`src/rtl/cpsb_split.sv`:
```
// ----------------------------------------------------------------------------
// cpsb_split: point to word index / bit offset
// Two-stage divide by WORD_BITS via reciprocal multiply; new operand each cycle.
// ----------------------------------------------------------------------------
`default_nettype none

module cpsb_split #(
   parameter int CODE_BITS = 16,
   parameter int WORD_BITS = 64
) (
   input  wire logic                                clock,
   input  wire logic [CODE_BITS-1:0]                point,
   output logic      [$clog2((2**CODE_BITS + WORD_BITS - 1) / WORD_BITS)-1:0] word_idx,
   output logic      [$clog2(WORD_BITS)-1:0]        bit_idx
);

   localparam int NUM_WORDS = (2**CODE_BITS + WORD_BITS - 1) / WORD_BITS;
   localparam int WI        = $clog2(NUM_WORDS);
   localparam int BI        = $clog2(WORD_BITS);
   // exact for every point below 2**CODE_BITS since 2**6 >= WORD_BITS
   localparam int SHIFT     = CODE_BITS + 6;
   localparam longint RECIP = (64'(1) << SHIFT) / WORD_BITS + 1;
   localparam int MW        = $clog2(RECIP + 1);
   localparam int PW        = CODE_BITS + MW;
   localparam logic [MW-1:0]        RECIP_V = MW'(RECIP);
   localparam logic [CODE_BITS-1:0] WB_V    = CODE_BITS'(WORD_BITS);

   logic [PW-1:0]        prod;
   logic [CODE_BITS-1:0] p_ff;
   logic [WI-1:0]        q_ff;
   logic [CODE_BITS-1:0] base;
   logic [WI-1:0]        word_ff;
   logic [BI-1:0]        bit_ff;

   assign prod = PW'(point) * PW'(RECIP_V);

   always_ff @(posedge clock) begin
      p_ff <= point;
      q_ff <= WI'(prod >> SHIFT);
   end

   assign base = CODE_BITS'(CODE_BITS'(q_ff) * WB_V);

   always_ff @(posedge clock) begin
      word_ff <= q_ff;
      bit_ff  <= BI'(p_ff - base);
   end

   assign word_idx = word_ff;
   assign bit_idx  = bit_ff;

endmodule

`default_nettype wire

```
`config.mk`:
```
export PLATFORM = sky130hd
export DESIGN_NAME = cpsb_split
export DESIGN_NICKNAME = d
export VERILOG_FILES = /design/src/rtl/cpsb_split.sv
export SDC_FILE = /design/constraint.sdc
export NUM_CORES = 1
export LEC_CHECK = 0
export ABC_CLOCK_PERIOD_IN_PS = 800
export BUFFER_PORTS_ARGS = -buffer_cell sky130_fd_sc_hd__buf_2
export CORE_MARGIN = 1
export CORE_UTILIZATION = 36
export CTS_BUF_LIST = sky130_fd_sc_hd__clkbuf_16
export DETAILED_ROUTE_END_ITERATION = 7
export PLACE_DENSITY = 0.67
export SYNTH_ARGS = -nofsm -noshare
export SYNTH_HDL_FRONTEND = slang
export SYNTH_SLANG_ARGS = --single-unit
```
`constraint.sdc`:
```
create_clock -name clock -period 0.8 [get_ports clock]
set_input_delay 0.12 -clock clock [delete_from_list [all_inputs] [get_ports clock]]
set_output_delay 0.12 -clock clock [all_outputs]
set_load 0.02 [all_outputs]
```
==> metrics.md <==
| Metric | Value |
|---|---|
| Status | `finished, violations left` |
| Failing checks | `DRC, setup timing` |
| Area Overhead vs Synth | `93.6%` |
| Power density over the cells | `about 2900 nW/um^2` |
| RSZ-0062 raised after global routing | `true` |
| Initial antenna violation count | `0` |
| Worst Tran Pin Value | `roughly 0.073 ns` |
| Clk sink count | `32` |
| Clock Latency Late Sink | `approximately 0.26 ns` |
| Clock buffer count from CTS | `5` |
| Rel. slew slack | `between 90% and 100%` |
| Total Power | `~3600 uW` |
| Crit path max-delay family | `flip-flops` |
| CP Class | `reg2out` |
| Top Usage Layer GRT | `met2` |
| Area after DPL | `between 800 and 900 sq um` |
| Syn_area_per_cell | `20.0 sq um` |
| Met3 usage | `about 8.6%` |
| I/O Pins | `33` |
| Met1 GRT Util | `a little under a tenth` |
| FF-to-FF setup slack | `between 0.3 and 0.4 ns` |
| Flops & latches, synth | `32` |
| Top post-synthesis cells by count | `32 x dfxtp_1` |
| CTS tree | `built` |
| Mapped Cells | `32` |
| First-pass GRT wire length | `roughly 1.6 mm` |
| # setup viols final | `16` |
| Peak VDD IR | `2.46 mV` |
| Worst endpoint required time | `between 0.6 and 0.7 ns` |
| Setup crit end kind | `output port` |
| Combinational Power Share | `under 10%` |
| Synth area leaders | `dfxtp_1 100%` |
| Cell area after layout | `around 1200 sq um` |
| Syn Nets | `49` |
| Placed Cells incl. Taps | `80` |
| Min Tclk post-route | `approximately 0.82 ns` |
| CP max FO | `1` |
| Gpl congestion | `0.561` |
| Yosys warns | `0` |
| FF-to-FF End | `bit_idx[4]` |
| Hold Vio Cnt, Final | `0` |
| Per-cell routed wire length | `around 10 um` |
| Synth area leader | `dfxtp_1` |
| Cell-internal power | `2970 uW` |
| NetSw | `between 600 and 700 uW` |
| Clock skew | `0.00248 ns` |
| H-tree depth | `2` |
| ANT cells | `0` |
| Crit path cell chain | `buf_6` |
| Drt pass-1 iters | `7` |
| Vias in the first global route | `388` |
| Port bufs | `32` |
| Final period util | `103%` |
| Stages on worst setup path | `1` |
| Layout cells sized above 1 | `62.5%` |
| Fin worst setup slack | `-0.0249 ns` |
| Setup crit start | `word_idx[3]` |
| R2R cell count | `0` |
| Starting density of the core | `approximately 41%` |
| Data arrival time of the critical path | `0.70 ns` |
| Final nets | `roughly 100` |
| GRT Util Overall | `13.8%` |
| Core area | `approximately 1600 sq um` |
| Total of max-cap violations | `0` |
| Cell with the most instances after synthesis | `dfxtp_1` |
| Initial drt markers | `3` |
| Hold Crit Class | `reg2reg` |
| Yosys top cell area share | `100%` |
| Via count | `390` |
| Switching part of the total | `about a fifth` |
| Worst path slowest cell | `dfxtp_2` |
| DRT antenna net count | `0` |
| Synthesized cell area | `641 sq um` |
| Clock transition at path regs | `0.05 ns` |
| Final Core Density | `78.7%` |
| Register area share after synthesis | `between 90% and 100%` |
| Final std cells w/o fill | `between 100 and 150` |
| Final-report max-slew violation count | `0` |
| Buf/Inv on CP | `1` |
| Vias/cell | `approximately 3.8` |
| Pin count of the biggest net entering global routing | `11` |
| Total wire length | `1.08 mm` |
| Clock Tree Buf Depth | `2` |
| Die area | `between 1500 and 2000 sq um` |
| Die width | `roughly 44 um` |
| Yosys cell types | `1` |
| Post-synth top flop | `dfxtp_1` |
| Critical Path End | `word_idx[3]` |
| Clock share of power | `46.2%` |
| # DRC | `1` |
| Crit path launch type | `flop` |
| Crit path largest cell delay | `between 0.3 and 0.4 ns` |
| GRT overflow | `0` |
| LEAKAGE | `0.000568 uW` |
| RR Startpoint | `p_ff[4]` |
| Chip Height | `about 44 um` |
| Multi-input comb cells | `0` |
| Async S/R FF share, synth | `0%` |
| Met2 Use GR | `approximately a quarter` |
| Cell Rows | `14` |
| Register share of total power | `between 40% and 50%` |
| Clock root cell | `clkbuf_16` |
| Area occupied by multi-input gates | `0 sq um` |
| EDFF count, synth | `0` |
| Fmax | `between 1 and 1.5 GHz` |
[through the flow]
| step | hold WS (ns) | TNS, ns | setup slack [ns] |
|---|---|---|---|
| finish | 0.323 | -0.204 | -0.0249 |
| global placement | 0.222 | 0 | 0.237 |
| detailed placement | 0.224 | 0 | 0.229 |
| global route | 0.326 | -0.558 | -0.0490 |
| floorplan | 0.148 | 0 | 0.285 |
| CTS | 0.323 | -0.300 | -0.0228 |
[worst min path at each step]
stage,slack (ns),endpoint,cells after the start,from
after floorplan,0.15,p_ff[0],0,point[0]
after global placement,0.22,q_ff[4],1,point[10]
after detailed placement,0.22,p_ff[5],1,point[5]
after CTS,0.32,word_idx[4],0,q_ff[4]
after global routing,0.33,word_idx[4],0,q_ff[4]
final,0.32,word_idx[4],0,q_ff[4]
[placed cells by master, fill, tap and decap left out, drive strengths merged]
master       count
buf             32
clkbuf           5
clkinv           3
dfxtp           32
dlygate4sd3     16
[power groups by stage]
stage          combinational (uW)  clock, uW  sequential [uW]
3_3_place_gp                  130          0             1730
3_5_place_dp                  133          0             1730
6_report                      242       1690             1720
5_1_grt                       256       1820             1730
4_1_cts                       241       1720             1720
2_1_floorplan                   0          0             1790
[layer usage]
layer,up-vias,routed length (um),share of wire (%)
met5,-,0,0
met4,0,22,2.0
met3,2,74,6.9
met2,24,620,58
met1,158,358,33
li1,206,-,-
[cells by family (layout without fill, tap and decap cells)]
group,count (synthesis),in the layout,synth area share (%)
DFF,32,32,100
buffers and inverters,0,56,0
[area by class of cell]
| type | count | area, sq um |
|---|---|---|
| tap | 16 | 20.0 |
| sequential | 32 | 661 |
| clock buffer | 5 | 125 |
| fill | 97 | 337 |
| clock inverter | 3 | 13.8 |
| timing repair buffer | 48 | 420 |
[timing repair]
action | in CTS | in global routing
resized for setup | 46 | 2
buffers inserted | 0 | 0
hold buffers | 16 | 0
endpoints found under the hold margin | 16 | 0
setup endpoints to repair | 16 | 16
[flip-flops by register name, indices dropped and copies added (netlist names)]
signal / cells
bit_idx: 6
p_ff: 6
q_ff: 10
word_idx: 10
No activity file was read; power rests on OpenSTA's default activity.
