==> src/rtl/cpsb_pkg.sv <==
// ----------------------------------------------------------------------------
// cpsb_pkg: shared types and codes for the code point set bitmap
// Opcodes, sequencer states and the control word passed to the word unit.
// ----------------------------------------------------------------------------
`default_nettype none

package cpsb_pkg;

   localparam int OPCODE_BITS = 3;

   localparam logic [OPCODE_BITS-1:0] OP_QUERY   = 3'd0;
   localparam logic [OPCODE_BITS-1:0] OP_ADD_PT  = 3'd1;
   localparam logic [OPCODE_BITS-1:0] OP_DEL_PT  = 3'd2;
   localparam logic [OPCODE_BITS-1:0] OP_ADD_RNG = 3'd3;
   localparam logic [OPCODE_BITS-1:0] OP_DEL_RNG = 3'd4;
   localparam logic [OPCODE_BITS-1:0] OP_FILL    = 3'd5;
   localparam logic [OPCODE_BITS-1:0] OP_CLEAR   = 3'd6;

   typedef enum logic [3:0] {
      ST_INIT,       // post-reset clearing pass
      ST_IDLE,
      ST_SPL_A,      // feed start point into splitter
      ST_SPL_B,      // feed end point into splitter
      ST_SPL_C,      // capture start word / bit
      ST_SPL_D,      // capture end word / bit, dispatch
      ST_WALK_RD,    // read one word of a range
      ST_WALK_WR,    // write it back with the mask applied
      ST_WR_ALL,     // fill / clear sweep
      ST_RD,         // read word holding code point
      ST_LOOK        // pick result bit, load output register
   } state_type;

   typedef struct packed {
      logic set;     // 1 sets masked bits, 0 clears them
      logic full;    // whole word is masked
      logic first;   // word holds range start
      logic last;    // word holds range end
   } word_ctl_type;

endpackage

`default_nettype wire

==> src/rtl/cpsb_word_unit.sv <==
// ----------------------------------------------------------------------------
// cpsb_word_unit: masked set / clear of one bitmap word
// Builds the bit mask for the current word of a walk and applies it.
// ----------------------------------------------------------------------------
`default_nettype none

module cpsb_word_unit #(
   parameter int WORD_BITS = 64
) (
   input  wire cpsb_pkg::word_ctl_type          ctl,
   input  wire logic [$clog2(WORD_BITS)-1:0]    lo_bit,
   input  wire logic [$clog2(WORD_BITS)-1:0]    hi_bit,
   input  wire logic [WORD_BITS-1:0]            old_word,
   output logic      [WORD_BITS-1:0]            new_word
);

   localparam int BI = $clog2(WORD_BITS);

   logic [WORD_BITS-1:0] mask;

   always_comb begin
      mask = '0;
      for (int i = 0; i < WORD_BITS; i++) begin
         mask[i] = ctl.full
                 | ((!ctl.first || (BI'(i) >= lo_bit)) && (!ctl.last || (BI'(i) <= hi_bit)));
      end
   end

   assign new_word = ctl.set ? (old_word | mask) : (old_word & ~mask);

endmodule

`default_nettype wire

==> config.mk <==
export PLATFORM = sky130hd
export DESIGN_NAME = cpsb_word_unit
export DESIGN_NICKNAME = d
export VERILOG_FILES = /design/src/rtl/cpsb_pkg.sv /design/src/rtl/cpsb_word_unit.sv
export SDC_FILE = /design/constraint.sdc
export NUM_CORES = 1
export LEC_CHECK = 0
export BUFFER_PORTS_ARGS = -buffer_cell sky130_fd_sc_hd__buf_4
export CAP_MARGIN = 10
export CORE_ASPECT_RATIO = 0.75
export CORE_MARGIN = 2
export CORE_UTILIZATION = 40
export DETAILED_ROUTE_END_ITERATION = 10
export GPL_ROUTABILITY_DRIVEN = 0
export GPL_TIMING_DRIVEN = 1
export PLACE_DENSITY = 0.75
export SLEW_MARGIN = 30
export SYNTH_ARGS = -nofsm -noshare
export SYNTH_HDL_FRONTEND = slang
export SYNTH_SLANG_ARGS = --single-unit
==> constraint.sdc <==
create_clock -name vclk -period 3.45
set_input_delay 0.1725 -clock vclk [all_inputs]
set_output_delay 0.1725 -clock vclk [all_outputs]
set_load 0.02 [all_outputs]
==> PnR_summary.wiki, run 1 <==
{| class="wikitable"
! Metric !! Value
|-
| Most crowded layer after global routing || met2
|-
| Post-route clock period utilization || 0.663
|-
| Hold buffer count at CTS || 0
|-
| Longest individual stage delay on the worst path || 750 ps
|-
| Count of maximum capacitance violations || 0
|-
| Met3 layer usage reported by global route || 0.0478
|-
| Number of vias per cell || about 6.3
|-
| Final-report max-slew violation count || 0
|-
| Average cell area after synthesis || 6.40 um^2
|-
| Horizontal die dimension || 95.2 um
|-
| First-pass GRT wire length || 16,000 um
|-
| Via count of the first global-routing pass || 3,172
|-
| Clock tree buffer count of the final layout || 0
|-
| Critical Path Slowest Stage Cell || nor2b_1
|-
| Switching power || 0.308 mW
|-
| FMAX || roughly 440 MHz
|-
| Proportion of power drawn by the clock network || 0
|-
| Synthesized Nets || 470
|-
| Min-delay worst type || in -> out
|-
| Worst voltage drop across the vdd grid || 83.6 uV
|-
| Leakage power figure || roughly 1.4 nW
|-
| Gate Count Post-Synth || 390
|-
| Number of inserted filler cells in the final layout || between 500 and 600
|-
| GRT met1 Usage || 0.405
|-
| Path length in cells of the critical path || 6
|-
| Total global-route track usage || 0.282
|-
| Post-synth top area share || 0.262
|-
| Setup TNS || 0 ps
|-
| Data arrival time of the critical path || 2120 ps
|-
| Library cell with the largest summed area after synthesis || mux2_2
|-
| Area overhead of the layout relative to synthesis || 37.7%
|-
| Setup violations, final || 0
|-
| Ant diodes || 0
|-
| Die extent in y || 72.4 um
|-
| Crit path launch || ctl[2]
|-
| Aggregate global routing overflow || 0
|-
| Initial Util || 0.422
|-
| Share of layout cells above drive strength 1 || 0.432
|-
| Die footprint || approximately 7000 um^2
|-
| Number of setup buffers added after CTS || 0
|-
| WL per Instance || 17.9 um
|-
| Number of input and output port buffers inserted || about 140
|-
| Fraction of power spent switching nets || 0.548
|-
| Drc violations || 0
|-
| Required time at the endpoint of the critical path || 3280 ps
|-
| Pre-antenna DRT Iters || 6
|-
| Worst slew pin tran || between 800 and 900 ps
|-
| Placed wire-length estimate || 7130 um
|-
| Core Rows || 24
|-
| Startpoint type of the worst setup path || input port
|-
| Number of distinct standard cells referenced by the synthesized netlist || 53
|-
| Overall via count from detail_route || 3,542
|-
| CP Capture Type || output pin
|-
| Total number of yosys warnings || 0
|-
| CP Capture Point || new_word[49]
|-
| Relative contribution of combinational cells to total power || 1.000
|-
| Commonest cells in the netlist || a21oi_1 (58), mux2_2 (58), o21ai_0 (51), buf_2 (28), nand2_1 (27)
|-
| Portion of the post-synthesis area used by sequential elements || 0
|-
| Slew Limit Headroom || 0.411
|-
| Crit path max fanout || 56
|-
| Buffers plus inverters on the worst setup path || 2
|-
| Area occupied by multi-input gates || ~2200 um^2
|-
| Antenna-violating nets left || 0
|-
| Delay-heaviest family, CP || simple AND/OR/NAND/NOR gates
|-
| Fraction of met2 tracks used by global routing || 0.444
|-
| Cell chain of the critical path || buf_4 > nor2b_1 > o21ai_0 > o31ai_1 > mux2_2 > buf_4
|-
| FF/Latch Area || 0 um^2
|-
| Antenna violations before repair || 0
|-
| Core footprint || slightly below 6000 um^2
|-
| Start-to-end type of the worst setup path || in -> out
|-
| Number of gates given a new drive strength after cts || 0
|-
| Internal power of the cells || 0.254 mW
|-
| Most common cell on crit path || buf_4
|-
| Largest net degree at the start of global routing || between 60 and 70
|-
| Flop pwr share || 0
|-
| Iteration-0 DRC count of the detailed router || 530
|-
| Unrepaired setup endpoints after global routing || no
|-
| Outcome || finished clean
|-
| Top area cells in the synthesized netlist || mux2_2 (26%), a21oi_1 (12%), o21ai_0 (10%)
|-
| Sequential cell count of the final layout || 0
|-
| Area of the mapped netlist || 2490 um^2
|-
| Count of boundary I/O pins || 144
|-
| Fin. Hold Viols || 0
|-
| # nets final || about 560
|-
| Final period demand of the worst path || about 2300 ps
|-
| Fin util || 0.581
|-
| Final WL || 10,000 um
|-
| Power per unit of standard cell area || around 160 nW/um^2
|}
## worst min-delay path by stage
stage            startpoint            to  slack (ps)  depth (start not counted)
2_1_floorplan  old_word[18]  new_word[18]         530                          1
3_3_place_gp    old_word[2]   new_word[2]         660                          3
3_5_place_dp    old_word[2]   new_word[2]         670                          3
4_1_cts         old_word[2]   new_word[2]         670                          3
5_1_grt         old_word[3]   new_word[3]         680                          3
6_report        old_word[2]   new_word[2]         660                          3
## layout by cell type, fill, tap and decap left out, types with 3 or more instances in the layout
master | netlist | layout
o21ai_0 | 51 | 51
nor2b_1 | 4 | 4
mux2_2 | 58 | 58
buf_4 | 0 | 144
or2_2 | 3 | 3
a211o_1 | 3 | 3
a21o_1 | 5 | 5
and3_1 | 3 | 3
nor2_1 | 15 | 15
nor3_1 | 6 | 6
o31ai_1 | 5 | 5
a22oi_1 | 3 | 3
nand3_1 | 13 | 13
inv_1 | 8 | 8
nand2_1 | 27 | 27
nand3b_1 | 4 | 4
a31oi_1 | 10 | 10
nand2b_1 | 3 | 3
nand4_1 | 4 | 4
or3_1 | 3 | 3
o21a_1 | 6 | 6
a21oi_1 | 58 | 58
o211ai_1 | 4 | 4
mux2_1 | 3 | 3
and2_1 | 5 | 5
o211a_1 | 3 | 3
o21ai_1 | 4 | 4
## layout make-up
cell class                      instances  area share
Inverter                                8     0.00874
Multi-Input combinational cell        330       0.648
Tap cell                               78      0.0284
Timing Repair Buffer                  144       0.315
## metrics by stage
stage	hold WS (ps)	cell area [um^2]	total power, mW	worst slack, ps	instances
floorplan	534	2490	0.344	1830	390
global placement	659	3440	0.550	1290	560
detailed placement	669	3440	0.554	1220	560
CTS	669	3440	0.557	1230	560
global route	677	3440	0.602	948	560
finish	664	3440	0.562	1160	560
## layer usage
layer / share of wire / vias up
met5: 0 / -
met4: 0.017 / 0
met3: 0.14 / 26
met2: 0.43 / 276
met1: 0.42 / 1588
li1: - / 1652
## cells by family (layout without fill, tap and decap cells)
logic type | after synthesis | in the layout | share of synthesized area
AOI/OAI and AO/OA | 172 | 172 | 0.414
buffers and inverters | 60 | 152 | 0.107
muxes | 61 | 61 | 0.275
and+or+nand+nor | 97 | 97 | 0.204
## tightest hold or removal path, cell delays in order
cell	delay (ps)
buf_4	70
mux2_1	110
buf_4	130
## power by group through the flow
| stage | logic [mW] | registers, mW | clock network (mW) |
|---|---|---|---|
| global route | 0.602 | 0 | 0 |
| CTS | 0.557 | 0 | 0 |
| finish | 0.562 | 0 | 0 |
| floorplan | 0.344 | 0 | 0 |
| detailed placement | 0.554 | 0 | 0 |
| global placement | 0.550 | 0 | 0 |
No activity file was read; power rests on OpenSTA's default activity.
==> run 2, diff against run 1 <==
--- a/config.mk
+++ b/config.mk
@@ -5,6 +5,7 @@
 export SDC_FILE = /design/constraint.sdc
 export NUM_CORES = 1
 export LEC_CHECK = 0
+export ABC_AREA = 1
 export BUFFER_PORTS_ARGS = -buffer_cell sky130_fd_sc_hd__buf_4
 export CAP_MARGIN = 10
 export CORE_ASPECT_RATIO = 0.75
@@ -13,7 +14,7 @@
 export DETAILED_ROUTE_END_ITERATION = 10
 export GPL_ROUTABILITY_DRIVEN = 0
 export GPL_TIMING_DRIVEN = 1
-export PLACE_DENSITY = 0.75
+export PLACE_DENSITY = 0.74
 export SLEW_MARGIN = 30
 export SYNTH_ARGS = -nofsm -noshare
 export SYNTH_HDL_FRONTEND = slang
==> constraint.sdc (replaced) <==
create_clock -name vclk -period 2.3
set_input_delay 0.115 -clock vclk [all_inputs]
set_output_delay 0.115 -clock vclk [all_outputs]
set_load 0.02 [all_outputs]
==> PnR_summary.wiki, run 2 <==
{| class="wikitable"
! Metric !! Value
|-
| Sequential cell count of the final layout || 0 (unchanged)
|-
| Core footprint || 6290 um^2 (+6.3%)
|-
| Horizontal die dimension || 97.2 um (+2.1%)
|-
| Placed wire-length estimate || 9500 um (+33%)
|-
| Area of the mapped netlist || 2610 um^2 (+4.5%)
|-
| Number of gates given a new drive strength after cts || 0 (unchanged)
|-
| Number of vias per cell || 5.57 (-12%)
|-
| Data arrival time of the critical path || 1610 ps (-510 ps)
|-
| Most used standard cell by instance count after synthesis || nand2_1
|-
| Final-report max-slew violation count || 0 (unchanged)
|-
| Placed cell area || 3680 um^2 (+7.2%)
|-
| Iteration-0 DRC count of the detailed router || 734 (+38%)
|-
| Post-route clock period utilization || 0.748
|-
| Startpoint type of the worst setup path || input port
|-
| Number of input and output port buffers inserted || 144 (unchanged)
|-
| Delay-heaviest family, CP || simple AND/OR/NAND/NOR gates
|-
| Pre-antenna DRT Iters || 9 (+3)
|-
| # nets final || 804 (+43%)
|-
| Die footprint || 7180 um^2 (+4.2%)
|-
| Placement-stage worst setup slack || 686 ps (-537 ps)
|-
| Leakage power figure || 2.05 nW (+43%)
|-
| Start-to-end type of the worst setup path || in -> out
|-
| Initial Util || 0.415 (-0.00722)
|-
| Antenna-violating nets left || 0 (unchanged)
|-
| Total length of routed met2 wires || 4920 um (+15%)
|-
| Worst voltage drop across the vdd grid || 132 uV (+58%)
|-
| Finished Cell Area || 3680 um^2 (+7.2%)
|-
| Number of setup buffers added after CTS || 0 (unchanged)
|-
| Outcome || finished clean
|-
| Buffers plus inverters on the worst setup path || 3 (+1)
|-
| Number of distinct standard cells referenced by the synthesized netlist || 23 (-57%)
|-
| Count of boundary I/O pins || 144 (unchanged)
|-
| Fin. Hold Viols || 0 (unchanged)
|-
| Synthesized Nets || 684 (+46%)
|-
| FMAX || 581 MHz
|-
| FF/Latch Area || 0 um^2 (unchanged)
|-
| Commonest cells in the netlist || nand2_1 (271), nand3_1 (82), nor2_1 (55), o21ai_0 (33), o21ai_1 (30)
|-
| Slack of the critical path || 580 ps (-583 ps)
|-
| Fin util || 0.586 (+0.00528)
|-
| Gate Count Post-Synth || 604 (+55%)
|-
| Final period demand of the worst path || 1720 ps
|-
| Cell chain of the critical path || buf_4 > inv_2 > nor2_4 > nand2_1 > nor2_1 > nand2_1 > o21ai_1 > nand2_1 > nand2_1 > nand2_1 > buf_4
|-
| Number of inserted filler cells in the final layout || 660 (+10%)
|-
| Setup violations, final || 0 (unchanged)
|-
| Clock tree buffer count of the final layout || 0 (unchanged)
|-
| Hold buffer count at CTS || 0 (unchanged)
|-
| Share of layout cells above drive strength 1 || 0.241 (-0.191)
|-
| Highest layer used for signal routing || met4
|-
| Overall via count from detail_route || 4,469 (+26%)
|-
| Final WL || 11,700 um (+17%)
|-
| Longest individual stage delay on the worst path || 230 ps (-520 ps)
|-
| Power per unit of standard cell area || 249 nW/um^2 (+52%)
|-
| Hold slack final || 541 ps (-123 ps)
|-
| Crit path max fanout || 19 (-66%)
|-
| Average cell area after synthesis || 4.31 um^2 (-33%)
|-
| Commonest non-fill, non-tap cell in the layout || nand2_1
|-
| Worst slew pin tran || 647 ps (-235 ps)
|-
| Most common cell on crit path || nand2_1
|-
| Met3 wirelength from detailed routing || 1720 um (+24%)
|-
| Critical Path Slowest Stage Cell || nor2_4
|-
| Most frequent cells in the layout || nand2_1 (271), buf_4 (149), nand3_1 (82), nor2_1 (55), o21ai_0 (33)
|-
| Aggregate global routing overflow || 0 (unchanged)
|-
| Top area cells in the synthesized netlist || nand2_1 (39%), nand3_1 (16%), nor2_1 (7.9%)
|-
| Portion of the post-synthesis area used by sequential elements || 0 (unchanged)
|-
| Die extent in y || 73.9 um (+2.1%)
|-
| Core Rows || 25 (+4.2%)
|-
| Area overhead of the layout relative to synthesis || 41.4%
|-
| First-pass GRT wire length || 18,700 um (+17%)
|-
| Total global-route track usage || 0.312 (+0.0299)
|-
| WL per Instance || 14.6 um (-19%)
|-
| Post-synth top area share || 0.390 (+0.129)
|-
| Required time at the endpoint of the critical path || 2180 ps (-1100 ps)
|-
| Ant diodes || 0 (unchanged)
|-
| Unrepaired setup endpoints after global routing || no
|-
| CP Capture Type || output pin
|-
| Setup TNS || 0 ps (unchanged)
|-
| Drc violations || 0 (unchanged)
|-
| Via count of the first global-routing pass || 3,889 (+23%)
|-
| Largest net degree at the start of global routing || 42 (-35%)
|-
| Total number of yosys warnings || 0 (unchanged)
|-
| Count of maximum capacitance violations || 0 (unchanged)
|-
| Antenna violations before repair || 0 (unchanged)
|-
| Slew Limit Headroom || 0.568 (+0.157)
|-
| Library cell with the largest summed area after synthesis || nand2_1
|-
| Detailed-routing wirelength on met1 || 4860 um (+15%)
|-
| Min-delay worst type || in -> out
|}
run 2: cell types whose count changed after synthesis, moves of 18 or more:
cell	change
a21oi_1	-29
inv_1	+21
mux2_2	-58
nand2_1	+244
nand3_1	+69
nor2_1	+40
o21ai_0	-18
o21ai_1	+26
run 2: kinds of logic after synthesis:
| family | after synthesis | share of synthesized area |
|---|---|---|
| buf+inv | 71 | 0.112 |
| simple gates | 430 | 0.681 |
| compound gates | 103 | 0.207 |
run 2: where the power goes:
part | switching [mW] | internal [mW] | total (mW)
combinational | 0.567 | 0.351 | 0.917
sequential | 0 | 0 | 0
clock | 0 | 0 | 0
total | 0.567 | 0.351 | 0.917
run 2: cell type report:
class	instances	area (um^2)	share of cell area
Timing Repair Buffer	149	1120	0.304
Multi-Input combinational cell	533	2310	0.628
Inverter	40	150	0.0407
Tap cell	81	101	0.0275
run 2: metrics by stage:
stage	power [mW]	std cells
finish	0.917	803
global route	0.995	803
CTS	0.902	803
detailed placement	0.899	803
global placement	0.889	803
floorplan	0.529	604
run 2: worst paths after layout:
kind	endpoint	slack [ps]	startpoint	depth (start not counted)
max	new_word[5]	580	ctl[0]	11
min	new_word[30]	540	old_word[30]	4
run 2: routing by layer:
| layer | track usage | up-vias |
|---|---|---|
| met3 | 0.0666 | 45 |
| met4 | 0.0360 | 0 |
| met5 | 0 | - |
| li1 | - | 2194 |
| met1 | 0.431 | 1895 |
| met2 | 0.522 | 335 |
==> run 3, diff against run 2 <==
--- a/config.mk
+++ b/config.mk
@@ -14,7 +14,7 @@
 export DETAILED_ROUTE_END_ITERATION = 10
 export GPL_ROUTABILITY_DRIVEN = 0
 export GPL_TIMING_DRIVEN = 1
-export PLACE_DENSITY = 0.74
+export PLACE_DENSITY = 0.77
 export SLEW_MARGIN = 30
 export SYNTH_ARGS = -nofsm -noshare
 export SYNTH_HDL_FRONTEND = slang
==> constraint.sdc (replaced) <==
create_clock -name vclk -period 1.55
set_input_delay 0.0775 -clock vclk [all_inputs]
set_output_delay 0.0775 -clock vclk [all_outputs]
set_load 0.02 [all_outputs]
==> PnR_summary.wiki, run 3 (same netlist as run 2, synthesis figures left out) <==
{| class="wikitable"
! Metric !! Value
|-
| Initial Util || 0.415 (unchanged)
|-
| Die footprint || 7180 um^2 (unchanged)
|-
| Leakage power figure || 2.12 nW (+3.1%)
|-
| Hold buffer count at CTS || 0 (unchanged)
|-
| Ant diodes || 0 (unchanged)
|-
| Drc violations || 0 (unchanged)
|-
| Area overhead of the layout relative to synthesis || 46.3%
|-
| # nets final || 817 (+1.6%)
|-
| Required time at the endpoint of the critical path || 1470 ps (-710 ps)
|-
| Final WL || 11,800 um (+0.54%)
|-
| Fin util || 0.606 (+0.0203)
|-
| Iteration-0 DRC count of the detailed router || 662 (-9.8%)
|-
| Worst voltage drop across the vdd grid || 201 uV (+52%)
|-
| Slew Limit Headroom || 0.589 (+0.0204)
|-
| Crit path max fanout || 15 (-4)
|-
| Antenna violations before repair || 0 (unchanged)
|-
| Number of vias per cell || 5.77 (+3.7%)
|-
| CP Capture Type || output pin
|-
| Cell chain of the critical path || buf_4 > nor2_2 > nand2_1 > a21oi_1 > o21ai_0 > nand2_1 > nand2_1 > nand2_1 > nand2_1 > buf_4
|-
| Count of boundary I/O pins || 144 (unchanged)
|-
| Outcome || finished clean
|-
| Sequential cell count of the final layout || 0 (unchanged)
|-
| Clock tree buffer count of the final layout || 0 (unchanged)
|-
| Most common cell on crit path || nand2_1
|-
| Overall via count from detail_route || 4,711 (+5.4%)
|-
| Post-route clock period utilization || 0.984
|-
| Longest individual stage delay on the worst path || 220 ps (about the same)
|-
| Most frequent cells in the layout || nand2_1 (271), buf_4 (161), nand3_1 (82), nor2_1 (51), o21ai_0 (33)
|-
| Hold slack final || 462 ps (-79.2 ps)
|-
| Start-to-end type of the worst setup path || in -> out
|-
| Unrepaired setup endpoints after global routing || yes
|-
| Power per unit of standard cell area || 367 nW/um^2 (+47%)
|-
| Pre-antenna DRT Iters || 10 (+1)
|-
| WL per Instance || 14.4 um (-1.1%)
|-
| Setup violations, final || 0 (unchanged)
|-
| Hold endpoint || new_word[59]
|-
| Largest net degree at the start of global routing || 47 (+12%)
|-
| Startpoint type of the worst setup path || input port
|-
| Critical Path Slowest Stage Cell || nor2_2
|-
| Core Rows || 25 (unchanged)
|-
| Data arrival time of the critical path || 1450 ps (-160 ps)
|-
| FF/Latch Area || 0 um^2 (unchanged)
|-
| Delay-heaviest family, CP || simple AND/OR/NAND/NOR gates
|-
| Fin. Hold Viols || 0 (unchanged)
|-
| Commonest non-fill, non-tap cell in the layout || nand2_1
|-
| Hold Crit Depth || 4 (unchanged)
|-
| First-pass GRT wire length || 18,800 um (+0.29%)
|-
| Placed Cells incl. Taps || 816 (+1.6%)
|-
| Min-delay worst type || in -> out
|-
| Placed wire-length estimate || 9520 um (+0.14%)
|-
| Count of placed standard cells in the final layout, fillers left out || 816 (+1.6%)
|-
| Crit path launch || hi_bit[5]
|-
| Final-report max-slew violation count || 0 (unchanged)
|-
| Buffers plus inverters on the worst setup path || 2 (-1)
|-
| Worst slew pin tran || 616 ps (-30.6 ps)
|-
| Antenna-violating nets left || 0 (unchanged)
|-
| Die extent in y || 73.9 um (unchanged)
|-
| Count of maximum capacitance violations || 0 (unchanged)
|-
| Number of input and output port buffers inserted || 144 (unchanged)
|-
| Core footprint || 6290 um^2 (unchanged)
|-
| Share of layout cells above drive strength 1 || 0.263 (+0.0216)
|-
| Via count of the first global-routing pass || 4,021 (+3.4%)
|-
| FMAX || roughly 660 MHz
|-
| Total chip power || 1.40 mW (+53%)
|-
| Final period demand of the worst path || 1530 ps
|-
| Number of inserted filler cells in the final layout || 649 (-1.7%)
|-
| Horizontal die dimension || 97.2 um (unchanged)
|-
| Source of the worst hold timing path || old_word[59]
|-
| Total global-route track usage || 0.312 (about the same)
|-
| Aggregate global routing overflow || 0 (unchanged)
|}
run 3: worst max path at each step:
stage | endpoint | slack (ps) | cells past startpoint
3_5_place_dp | new_word[22] | 70 | 10
3_3_place_gp | new_word[21] | 110 | 10
4_1_cts | new_word[22] | 70 | 10
2_1_floorplan | new_word[4] | 190 | 6
6_report | new_word[9] | 20 | 10
5_1_grt | new_word[9] | -20 | 10
run 3: area by class of cell:
cell class / count / area [um^2] / area share
multi-input cells: 533 / 2330 / 0.611
well taps: 81 / 101 / 0.0266
inverters: 40 / 154 / 0.0404
repair buffers: 162 / 1230 / 0.322
run 3: where the power goes:
group,switching [mW],leakage [nW],internal (mW)
clock,0,0,0
combinational,0.854,2.12,0.546
sequential,0,0,0
total,0.854,2.12,0.546
run 3: per-layer routing:
layer | global-route usage | vias up | share of wire | wire [um]
li1 | - | 2226 | - | -
met1 | 0.409 | 2025 | 0.38 | 4520
met2 | 0.518 | 396 | 0.42 | 4940
met3 | 0.0923 | 64 | 0.17 | 1960
met4 | 0.0610 | 0 | 0.031 | 366
met5 | 0 | - | 0 | 0
run 3: what timing repair did:
action | 4_1_cts | 5_1_grt
buffers inserted | 0 | 0
hold endpoints to repair | 0 | 0
endpoints found under the setup margin | 0 | 20
gates resized for setup | 0 | 6
run 3: tightest hold or removal path: stages:
cell     delay (ps)
buf_4            70
nand2_1          40
o21ai_0          60
buf_4           140
run 3: per-stage QoR:
step	worst slack [ps]	setup TNS (ps)	instance area [um^2]
floorplan	192	0	2610
global placement	105	0	3790
detailed placement	71.5	0	3790
CTS	67.1	0	3790
global route	-18.0	-47.1	3810
finish	24.8	0	3810
